File: src/periodic_timer_bank_defines.svh
// Assertion macros shared by the timer bank RTL.
`ifndef PERIODIC_TIMER_BANK_DEFINES_SVH
`define PERIODIC_TIMER_BANK_DEFINES_SVH

`ifndef ASSERT_OFF
// Checked at every rising edge of clk outside reset.
`define PTB_ASSERT(label, prop, msg) \
	label: assert property (@(posedge clk) disable iff (!arst_n) prop) else $error(msg);
// Checked at every rising edge of clk, reset included.
`define PTB_ASSERT_ALWAYS(label, prop, msg) \
	label: assert property (@(posedge clk) prop) else $error(msg);
`else
`define PTB_ASSERT(label, prop, msg)
`define PTB_ASSERT_ALWAYS(label, prop, msg)
`endif

`endif

File: src/ptb_pkg.sv
package ptb_pkg;

	localparam int NUM_TIMERS = 3;

	localparam int KIND_W     = 2;
	localparam int SLOT_W     = 2;
	localparam int INTERVAL_W = 16;
	localparam int MASK_W     = 3;

	typedef enum logic [KIND_W-1:0] {
		KIND_TICK       = 2'd0,
		KIND_CREATE     = 2'd1,
		KIND_RELEASE    = 2'd2,
		KIND_SET_RELOAD = 2'd3
	} kind_t;

	typedef enum logic [1:0] {
		ST_IDLE = 2'b01,
		ST_EXEC = 2'b10
	} state_t;

	// Commands from the controller to the datapath.
	typedef struct packed {
		logic capture;
		logic execute;
	} cmd_t;

endpackage

File: src/ptb_ctrl.sv
module ptb_ctrl
	import ptb_pkg::*;
(
	input  logic clk,
	input  logic arst_n,
	input  logic in_valid,
	output logic in_stall,
	output logic out_valid,
	input  logic out_stall,
	output cmd_t cmd
);

	state_t state_q;
	state_t state_d;
	logic   out_valid_q;
	logic   out_free;

	// The result register can take a new result when empty or being drained.
	assign out_free = !out_valid_q || !out_stall;

	assign in_stall    = (state_q != ST_IDLE);
	assign out_valid   = out_valid_q;
	assign cmd.capture = (state_q == ST_IDLE) && in_valid;
	assign cmd.execute = (state_q == ST_EXEC) && out_free;

	always_comb begin
		state_d = state_q;
		case (state_q)
			ST_IDLE: begin
				if (in_valid) begin
					state_d = ST_EXEC;
				end
			end
			ST_EXEC: begin
				if (out_free) begin
					state_d = ST_IDLE;
				end
			end
			default: begin
				state_d = ST_IDLE;
			end
		endcase
	end

	always_ff @(posedge clk or negedge arst_n) begin
		if (!arst_n) begin
			state_q     <= ST_IDLE;
			out_valid_q <= 1'b0;
		end else begin
			state_q <= state_d;
			if (cmd.execute) begin
				out_valid_q <= 1'b1;
			end else if (!out_stall) begin
				out_valid_q <= 1'b0;
			end
		end
	end

endmodule

File: src/ptb_datapath.sv
module ptb_datapath
	import ptb_pkg::*;
(
	input  logic                  clk,
	input  logic                  arst_n,
	input  cmd_t                  cmd,
	input  logic [KIND_W-1:0]     kind,
	input  logic [SLOT_W-1:0]     slot,
	input  logic [INTERVAL_W-1:0] interval,
	output logic [MASK_W-1:0]     expired_mask,
	output logic                  create_ok,
	output logic [SLOT_W-1:0]     granted_slot
);

	kind_t                  kind_q;
	logic [SLOT_W-1:0]      slot_q;
	logic [INTERVAL_W-1:0]  interval_q;

	logic [INTERVAL_W-1:0]  count_q  [NUM_TIMERS];
	logic [INTERVAL_W-1:0]  reload_q [NUM_TIMERS];
	logic [NUM_TIMERS-1:0]  enabled_q;

	logic [MASK_W-1:0]      mask_q;
	logic                   ok_q;
	logic [SLOT_W-1:0]      granted_q;

	logic [NUM_TIMERS-1:0]  is_tick_hit;
	logic [NUM_TIMERS-1:0]  expired;
	logic [NUM_TIMERS-1:0]  free;
	logic [NUM_TIMERS-1:0]  grant_oh;
	logic [NUM_TIMERS-1:0]  slot_oh;
	logic [MASK_W-1:0]      mask_d;
	logic [SLOT_W-1:0]      granted_d;
	logic                   do_tick;
	logic                   do_create;
	logic                   do_release;
	logic                   do_reload;

	assign do_tick    = cmd.execute && (kind_q == KIND_TICK);
	assign do_create  = cmd.execute && (kind_q == KIND_CREATE);
	assign do_release = cmd.execute && (kind_q == KIND_RELEASE);
	assign do_reload  = cmd.execute && (kind_q == KIND_SET_RELOAD);

	// Lowest free slot as a one-hot vector; zero when the bank is full.
	assign free     = ~enabled_q;
	assign grant_oh = free & (~free + NUM_TIMERS'(1));

	// A slot number beyond the bank shifts out and selects nothing.
	assign slot_oh = NUM_TIMERS'(1) << slot_q;

	assign is_tick_hit = enabled_q;

	always_comb begin
		mask_d    = '0;
		granted_d = '0;
		for (int i = 0; i < NUM_TIMERS; i++) begin
			if (expired[i]) begin
				mask_d = mask_d | (MASK_W'(1) << i);
			end
			if (grant_oh[i]) begin
				granted_d = granted_d | SLOT_W'(i);
			end
		end
	end

	always_ff @(posedge clk) begin
		if (cmd.capture) begin
			kind_q     <= kind_t'(kind);
			slot_q     <= slot;
			interval_q <= interval;
		end
	end

	for (genvar g = 0; g < NUM_TIMERS; g++) begin : g_slot
		logic [INTERVAL_W-1:0] dec;

		assign dec        = count_q[g] - INTERVAL_W'(1);
		assign expired[g] = is_tick_hit[g] && (dec == '0);

		always_ff @(posedge clk) begin
			if (do_tick && is_tick_hit[g]) begin
				count_q[g] <= (dec == '0) ? reload_q[g] : dec;
			end else if (do_create && grant_oh[g]) begin
				count_q[g] <= interval_q;
			end
			if ((do_create && grant_oh[g]) || (do_reload && slot_oh[g])) begin
				reload_q[g] <= interval_q;
			end
		end

		always_ff @(posedge clk or negedge arst_n) begin
			if (!arst_n) begin
				enabled_q[g] <= 1'b0;
			end else if (do_create && grant_oh[g]) begin
				enabled_q[g] <= 1'b1;
			end else if (do_release && slot_oh[g]) begin
				enabled_q[g] <= 1'b0;
			end
		end
	end

	always_ff @(posedge clk) begin
		if (cmd.execute) begin
			case (kind_q)
				KIND_TICK: begin
					mask_q    <= mask_d;
					ok_q      <= 1'b0;
					granted_q <= '0;
				end
				KIND_CREATE: begin
					mask_q    <= '0;
					ok_q      <= |grant_oh;
					granted_q <= granted_d;
				end
				KIND_RELEASE, KIND_SET_RELOAD: begin
					mask_q    <= '0;
					ok_q      <= 1'b0;
					granted_q <= '0;
				end
				default: begin
					mask_q    <= '0;
					ok_q      <= 1'b0;
					granted_q <= '0;
				end
			endcase
		end
	end

	assign expired_mask = mask_q;
	assign create_ok    = ok_q;
	assign granted_slot = granted_q;

endmodule

File: src/periodic_timer_bank.sv
// Bank of periodic down-counting timers.
// Input channel (in_valid, in_stall, kind, slot, interval): one command per
// transfer: tick, create, release or set-reload. Output channel (out_valid,
// out_stall, expired_mask, create_ok, granted_slot): exactly one result per
// command, in command order.
// A command taken into the item register is executed, and its result loaded
// into the result register, once that register is free.
// The controller takes a command into the item register, then in the execute
// state updates all slots in parallel and loads the result register; in_stall
// is high in that state, so no new command is taken before the last one is done.
// When the receiver holds out_stall, the result stays on the port; one more
// command is taken and then waits in the execute state until the result
// register drains, so in_stall stays high meanwhile.
// Reset clears all enable bits and empties the result register; counts and
// reload values are written by create before they are ever used.
`include "periodic_timer_bank_defines.svh"

module periodic_timer_bank
	import ptb_pkg::*;
(
	input  logic                  clk,
	input  logic                  arst_n,
	input  logic                  in_valid,
	output logic                  in_stall,
	input  logic [KIND_W-1:0]     kind,
	input  logic [SLOT_W-1:0]     slot,
	input  logic [INTERVAL_W-1:0] interval,
	output logic                  out_valid,
	input  logic                  out_stall,
	output logic [MASK_W-1:0]     expired_mask,
	output logic                  create_ok,
	output logic [SLOT_W-1:0]     granted_slot
);

	cmd_t cmd;

	ptb_ctrl u_ctrl (
		.clk       (clk),
		.arst_n    (arst_n),
		.in_valid  (in_valid),
		.in_stall  (in_stall),
		.out_valid (out_valid),
		.out_stall (out_stall),
		.cmd       (cmd)
	);

	ptb_datapath u_datapath (
		.clk          (clk),
		.arst_n       (arst_n),
		.cmd          (cmd),
		.kind         (kind),
		.slot         (slot),
		.interval     (interval),
		.expired_mask (expired_mask),
		.create_ok    (create_ok),
		.granted_slot (granted_slot)
	);

	// In the cycle after a transfer in, the controller is busy.
	`PTB_ASSERT(a_busy_after_take, (in_valid && !in_stall) |=> in_stall, "command taken while busy")
	// A failed create or any other command reports slot zero.
	`PTB_ASSERT(a_grant_zero, (out_valid && !create_ok) |-> (granted_slot == '0), "stray granted slot")
	// Expiries and a successful create never share one result.
	`PTB_ASSERT(a_mask_vs_ok, (out_valid && (expired_mask != '0)) |-> !create_ok, "mixed result kinds")
	// Only one of capture and execute can be issued in a cycle.
	`PTB_ASSERT_ALWAYS(a_cmd_excl, !(cmd.capture && cmd.execute), "capture and execute together")

endmodule
File: config.mk
export PLATFORM = sky130hd
export DESIGN_NAME = periodic_timer_bank
export DESIGN_NICKNAME = d
export VERILOG_FILES = /design/src/ptb_pkg.sv /design/src/ptb_ctrl.sv /design/src/ptb_datapath.sv /design/src/periodic_timer_bank.sv
export VERILOG_INCLUDE_DIRS = /design/src /design/src/src
export SDC_FILE = /design/constraint.sdc
export NUM_CORES = 1
export LEC_CHECK = 0
export BUFFER_PORTS_ARGS = -buffer_cell sky130_fd_sc_hd__buf_4
export CAP_MARGIN = 30
export CELL_PAD_IN_SITES_DETAIL_PLACEMENT = 1
export CELL_PAD_IN_SITES_GLOBAL_PLACEMENT = 1
export CORE_MARGIN = 2
export CORE_UTILIZATION = 54
export DETAILED_ROUTE_END_ITERATION = 8
export PLACE_DENSITY = 0.83
export SYNTH_ARGS = -nofsm -noshare
export SYNTH_HDL_FRONTEND = slang
export SYNTH_SLANG_ARGS = --single-unit
File: constraint.sdc
create_clock -name clk -period 4.35 [get_ports clk]
set_input_delay 0.6525 -clock clk [delete_from_list [all_inputs] [get_ports clk]]
set_output_delay 0.6525 -clock clk [all_outputs]
set_load 0.02 [all_outputs]
==> metrics.txt, run 1 <==
status completed; worst slew pin tran 0.820 ns; antenna-violating nets left 0; Vias/cell roughly 6.5; largest net degree at the start of global routing 34; worst r2r dst u_datapath.count_q[0][3]; core area 11,500 um^2; Die H 113 um; max incr delay on CP 0.71 ns; kind of critical path flip-flop to flip-flop; Tmin final 3.24 ns; clk_skew 0.00799 ns; Root Driver clkbuf_16; Initial Utilization between 50% and 60%; area of the multi-input gates around 2400 um^2; LEAKAGE 0.00252 uW; EDFF count, synth 122; Fill cells about 1.1k; gr usage total between 30% and 40%; YS warnings 0; Bufs and invs on worst path 0; via count 4,841; critical-path cell list nor4_1, nand4_1, or4_1, and3_1, a311oi_1, a21oi_1; hold buffer count at CTS 0; Worst Path Arrival around 3.4 ns; Achievable Freq 309 MHz; sequential area share after synthesis 59.2%; Crit path max-delay family simple AND/OR/NAND/NOR gates; crit share post-route 74.5%; RSZ-0062 raised after global routing false; Clock Tree Buf Depth 2; # DRC 0; hold crit path type input port to async pin; Mapped Area 6450 um^2; Worst setup SP type flip-flop; Avg WL per Cell 25.2 um; die width around 110 um; layout cell share with drive strength beyond 1 between 10% and 20%; TNS Setup 0 ns; global-route wire length before repair 29,100 um; Setup Buffers After CTS 0; FF-to-FF path depth 6; post-CTS sizing 0; Relative slew margins about 45%; busiest grt layer met2; CP endpoint u_datapath.count_q[0][3]; Post-Synthesis Cells between 500 and 600; fin area 7480 um^2; CP max-delay cell nor4_1; DRT iter0 DRCs 374; Slew Viols, Final 0; CP Data Required Time between 4 and 5 ns; r2r setup slk ~1.1 ns; Max Cap Viol 0; Async SR Flop Fraction about 4.7%; Setup crit start u_datapath.count_q[0][8]; Area growth syn-to-layout 16.0%; end-of-flow core utilization 64.9%; final HPWL from detailed placement ~11,000 um; CTS tree done; met2 usage 51.3%; Crit. End Element flip-flop; Synth Flop Type edfxtp_1; initial antenna violation count 1; Hold Vio Cnt, Final 0; Cell variety after synth 70; Pre-antenna DRT Iters 4; hold_ws 0.0373 ns; Final nets a little over 600; register area between 3000 and 4000 um^2; H-tree depth 4; final setup fails 0; worst-path fanout max 19; Pwr per Cell Area approximately 430 nW/um^2; Reg clk slew, reported paths roughly 0.060 ns; Levels on crit path 6; Power Total 3250 uW; number of global-route vias before repair ~5.1k; TritonCTS Buffers 17; FP Rows 39; # port buffers 31; GRT met3 Usage between 5 and 6%; Clock Sink Count 128; diode count 0; RR Startpoint u_datapath.count_q[0][8]; FF+latch count, synth 128; met1 Usage GRT 38.3%; synthesized area per cell 11.7 um^2; Max IR drop VDD roughly 0.42 mV; drt total wl around 19,000 um; post-synth net total between 500 and 600; gp weighted congestion about 0.85; Clock Latency Late Sink 0.43 ns; total gr overflow 0; DIE AREA 12,800 um^2; Placed Area 6750 um^2; num ports 32
-- cells in the final DEF, fill, tap and decap left out, types with 3 or more instances in the layout --
cell and n:
nor4_1 9, xnor2_1 19, nand3_1 18, o31ai_1 4
or3b_2 3, or3_1 5, nand4_1 20, bufinv_16 6
nand3b_1 6, nand2b_1 6, a21oi_1 37, nor3_1 17
nor2_1 75, nand4b_1 4, a31oi_1 38, ha_1 6
o21ai_0 5, clkinvlp_4 4, inv_1 12, or4_1 3
nor3b_1 5, dfrtp_1 5, clkbuf_16 17, xor2_1 21
buf_4 44, nand2_1 31, edfxtp_1 122
-- Yosys cell counts (3+ instances only) --
| master | number | share of area, % |
|---|---|---|
| inv_1 | 12 | 0.70 |
| nand4_1 | 20 | 1.9 |
| ha_1 | 6 | 1.2 |
| nand3_1 | 18 | 1.4 |
| nor4_1 | 9 | 0.87 |
| nand2b_1 | 6 | 0.58 |
| buf_4 | 3 | 0.35 |
| a31oi_1 | 38 | 3.7 |
| nand4b_1 | 4 | 0.54 |
| dfrtp_1 | 5 | 1.9 |
| nor3b_1 | 5 | 0.58 |
| buf_6 | 6 | 1.0 |
| nand3b_1 | 6 | 0.70 |
| o21ai_0 | 5 | 0.39 |
| o31ai_1 | 4 | 0.47 |
| or3b_2 | 3 | 0.41 |
| a21oi_1 | 37 | 2.9 |
| or3_1 | 5 | 0.49 |
| edfxtp_1 | 122 | 57 |
| buf_2 | 5 | 0.39 |
| nor3_1 | 18 | 1.4 |
| nor2_1 | 75 | 4.4 |
| nand2_1 | 31 | 1.8 |
| xor2_1 | 21 | 2.9 |
| xnor2_1 | 19 | 2.6 |
| clkbuf_1 | 12 | 0.70 |
| or4_1 | 3 | 0.35 |
-- power by group --
part | total [uW] | internal, uW | switching, uW
clock network | 1630 | 1090 | 543
logic | 141 | 57.1 | 83.5
registers | 1480 | 1400 | 77.2
-- per-stage QoR --
step | instances | worst slack, ns
after CTS | 740 | 1.11
after global routing | 742 | 0.889
after global placement | 708 | 1.37
after detailed placement | 708 | 1.24
after floorplan | 551 | 1.59
final | 742 | 1.11
-- registers in the layout (all words and copies together), names as in the netlist --
signal / count
u_datapath.count_q: 48
u_datapath.reload_q: 48
u_datapath.interval_q: 16
u_datapath.enabled_q: 3
u_datapath.expired_mask: 3
u_ctrl.state_q: 2
u_datapath.granted_slot: 2
u_datapath.kind_q: 2
u_datapath.slot_q: 2
u_ctrl.out_valid: 1
u_datapath.create_ok: 1
-- metal layers --
layer	routed length, um	up-vias	share of wire [%]
li1	-	2178	-
met1	7640	2421	41
met3	1050	52	5.6
met4	718	0	3.8
met5	0	-	0
met2	9310	190	50
-- final cells by class --
class	instances	share of cell area, %
multi-input combinational	381	31.8
clock buffer	18	5.87
timing repair buffer	46	5.15
inverter	12	0.602
sequential	128	51.0
tap	143	2.39
clock inverter	14	3.18
-- cell families after synthesis --
family / synth area share [%]
AO/OA/AOI/OAI: 11.0
XOR/XNOR: 5.43
adder cells (fa/ha/maj): 1.16
buffers and inverters: 4.04
flip-flops: 59.2
multiplexers: 0.155
AND/OR/NAND/NOR: 19.0
-- how the worst min path moves through the flow --
stage	start	endpoint	slack (ns)	cells after the start
floorplan	arst_n	u_ctrl.out_valid	0.36	0
global placement	arst_n	u_datapath.enabled_q[2]	0.47	1
detailed placement	arst_n	u_ctrl.state_q[1]	0.48	1
CTS	arst_n	u_ctrl.state_q[1]	0.03	1
global route	arst_n	u_ctrl.state_q[1]	0.03	1
finish	arst_n	u_datapath.enabled_q[2]	0.04	1
Power figures use the tool's default switching activity.
==> inputs of run 2 (changes only) <==
CORE_UTILIZATION = 50   (was 54)
PLACE_DENSITY = 0.78   (was 0.83)
clock period = 3.4 ns   (was 4.35 ns; I/O delays follow)
==> metrics.txt, run 2 (synthesis results as in run 1) <==
status completed; Initial Utilization just over 50%; r2r setup slk 0.44 ns; initial antenna violation count 0; Max Cap Viol 0; Hold Startpoint interval[0]; Clock Sink Count 128; RR Startpoint u_datapath.count_q[0][0]; Final nets 622; Relative slew margins 36.7%; Final WS setup 0.435 ns; pre-CTS setup slack 0.329 ns; worst-path fanout max 19; die width ~120 um; DRT iter0 DRCs 333; Hold Vio Cnt, Final 0; max incr delay on CP 0.54 ns; CP Data Required Time approximately 3.6 ns; dpl cells between 700 and 800; via count 4,798; hold crit path type input port to flip-flop; leading registers by flop count u_datapath.count_q: 48 flops, u_datapath.reload_q: 48 flops, u_datapath.interval_q: 16 flops; Pre-antenna DRT Iters 5; CP endpoint u_datapath.count_q[0][1]; clk_skew between 0.008 and 0.009 ns; Vias/cell 6.18; Bufs and invs on worst path 2; antenna-violating nets left 0; Reg clk slew, reported paths 0.06 ns; worst slew pin tran 0.947 ns; layout cell share with drive strength beyond 1 16.5%; TritonCTS Buffers 17; RSZ-0062 raised after global routing false; Max IR drop VDD 0.388 mV; TNS Setup 0 ns; Avg WL per Cell 22.0 um; diode count 0; Root Driver clkbuf_16; final setup fails 0; Pwr per Cell Area 516 nW/um^2; Clock Tree Buf Depth 2; core area 12,600 um^2; number of global-route vias before repair 4,924; drt total wl roughly 17,000 um; Achievable Freq 337 MHz; Fill cells 1,338; gp weighted congestion a little under 0.9; Die H about 120 um; kind of critical path flip-flop to flip-flop; gr usage total between 20 and 30%; Setup crit start u_datapath.count_q[0][0]; # DRC 0; Levels on crit path 9; Crit path max-delay family simple AND/OR/NAND/NOR gates; Slew Viols, Final 0; LEAKAGE 0.00249 uW; fin cells 777; critical-path cell list inv_1, ha_1, or3b_2, a211oi_1, o311ai_0, nor4_4, buf_4, a21o_1, a31oi_1; total gr overflow 0; Area growth syn-to-layout 15.0%; Crit. End Element flip-flop; most common cell after layout, fill and taps aside edfxtp_1; DIE AREA 13,800 um^2; most frequent cells in the layout 122 x edfxtp_1, 75 x nor2_1, 51 x buf_4; Worst setup SP type flip-flop; hold_ws approximately 0.27 ns; final HPWL from detailed placement between 10,000 and 15,000 um; largest net degree at the start of global routing 34; crit share post-route 87.2%; Tmin final 2.96 ns; Clock Latency Late Sink 0.42 ns; global-route wire length before repair 27,600 um; # port buffers 31; H-tree depth 4; CTS tree done; FF-to-FF path depth 9; worst r2r dst u_datapath.count_q[0][1]; FP Rows 41; CP max-delay cell or3b_2; num ports 32; Worst Path Arrival between 3 and 4 ns
[run 2: metrics by stage]
stage	util (%)	power [uW]	cell area, um^2
3_5_place_dp	54.2	2080	6830
5_1_grt	58.7	3920	7410
3_3_place_gp	54.2	2070	6830
2_1_floorplan	-	1980	6450
4_1_cts	58.7	3840	7410
6_report	58.7	3820	7410
[run 2: layout make-up]
cell class	count	area (um^2)	area share (%)
Sequential cell	128	3810	51.5
Inverter	12	45.0	0.608
Clock buffer	22	454	6.13
Tap cell	172	215	2.90
Multi-Input combinational cell	381	2380	32.1
Timing Repair Buffer	52	393	5.30
Clock inverter	10	113	1.52
[run 2: what timing repair did]
action / in CTS / in global routing
resized for setup: 0 / 1
buffers inserted: 0 / 0
endpoints found under the hold margin: 5 / 0
setup endpoints to repair: 0 / 1
hold buffers: 1 / 0
[run 2: metal layers]
metal  GRT usage (%)  vias up  share of wire, %  routed length (um)
met5               0        -                 0                   0
met4            8.36        0               2.2                 373
met3            4.22       34               5.3                 910
met2            42.2      157                50                8480
met1            35.6     2422                43                7320
li1                -     2185                 -                   -
[run 2: report_power, final]
group | internal [uW] | total, uW | leakage (uW) | switching (uW)
combinational | 73.1 | 171 | 0.00103 | 97.4
sequential | 1790 | 1890 | 0.00118 | 93.3
clock | 1090 | 1760 | 0.000274 | 669
total | 2960 | 3820 | 0.00249 | 860
[run 2: worst min path at each step]
stage                          endpoint  slack [ns]  cells after the start
6_report       u_datapath.interval_q[0]        0.27                      1
5_1_grt        u_datapath.interval_q[2]        0.26                      1
4_1_cts        u_datapath.interval_q[0]        0.25                      1
3_5_place_dp           u_ctrl.out_valid        0.32                      1
3_3_place_gp           u_ctrl.out_valid        0.32                      1
2_1_floorplan          u_ctrl.out_valid        0.21                      0
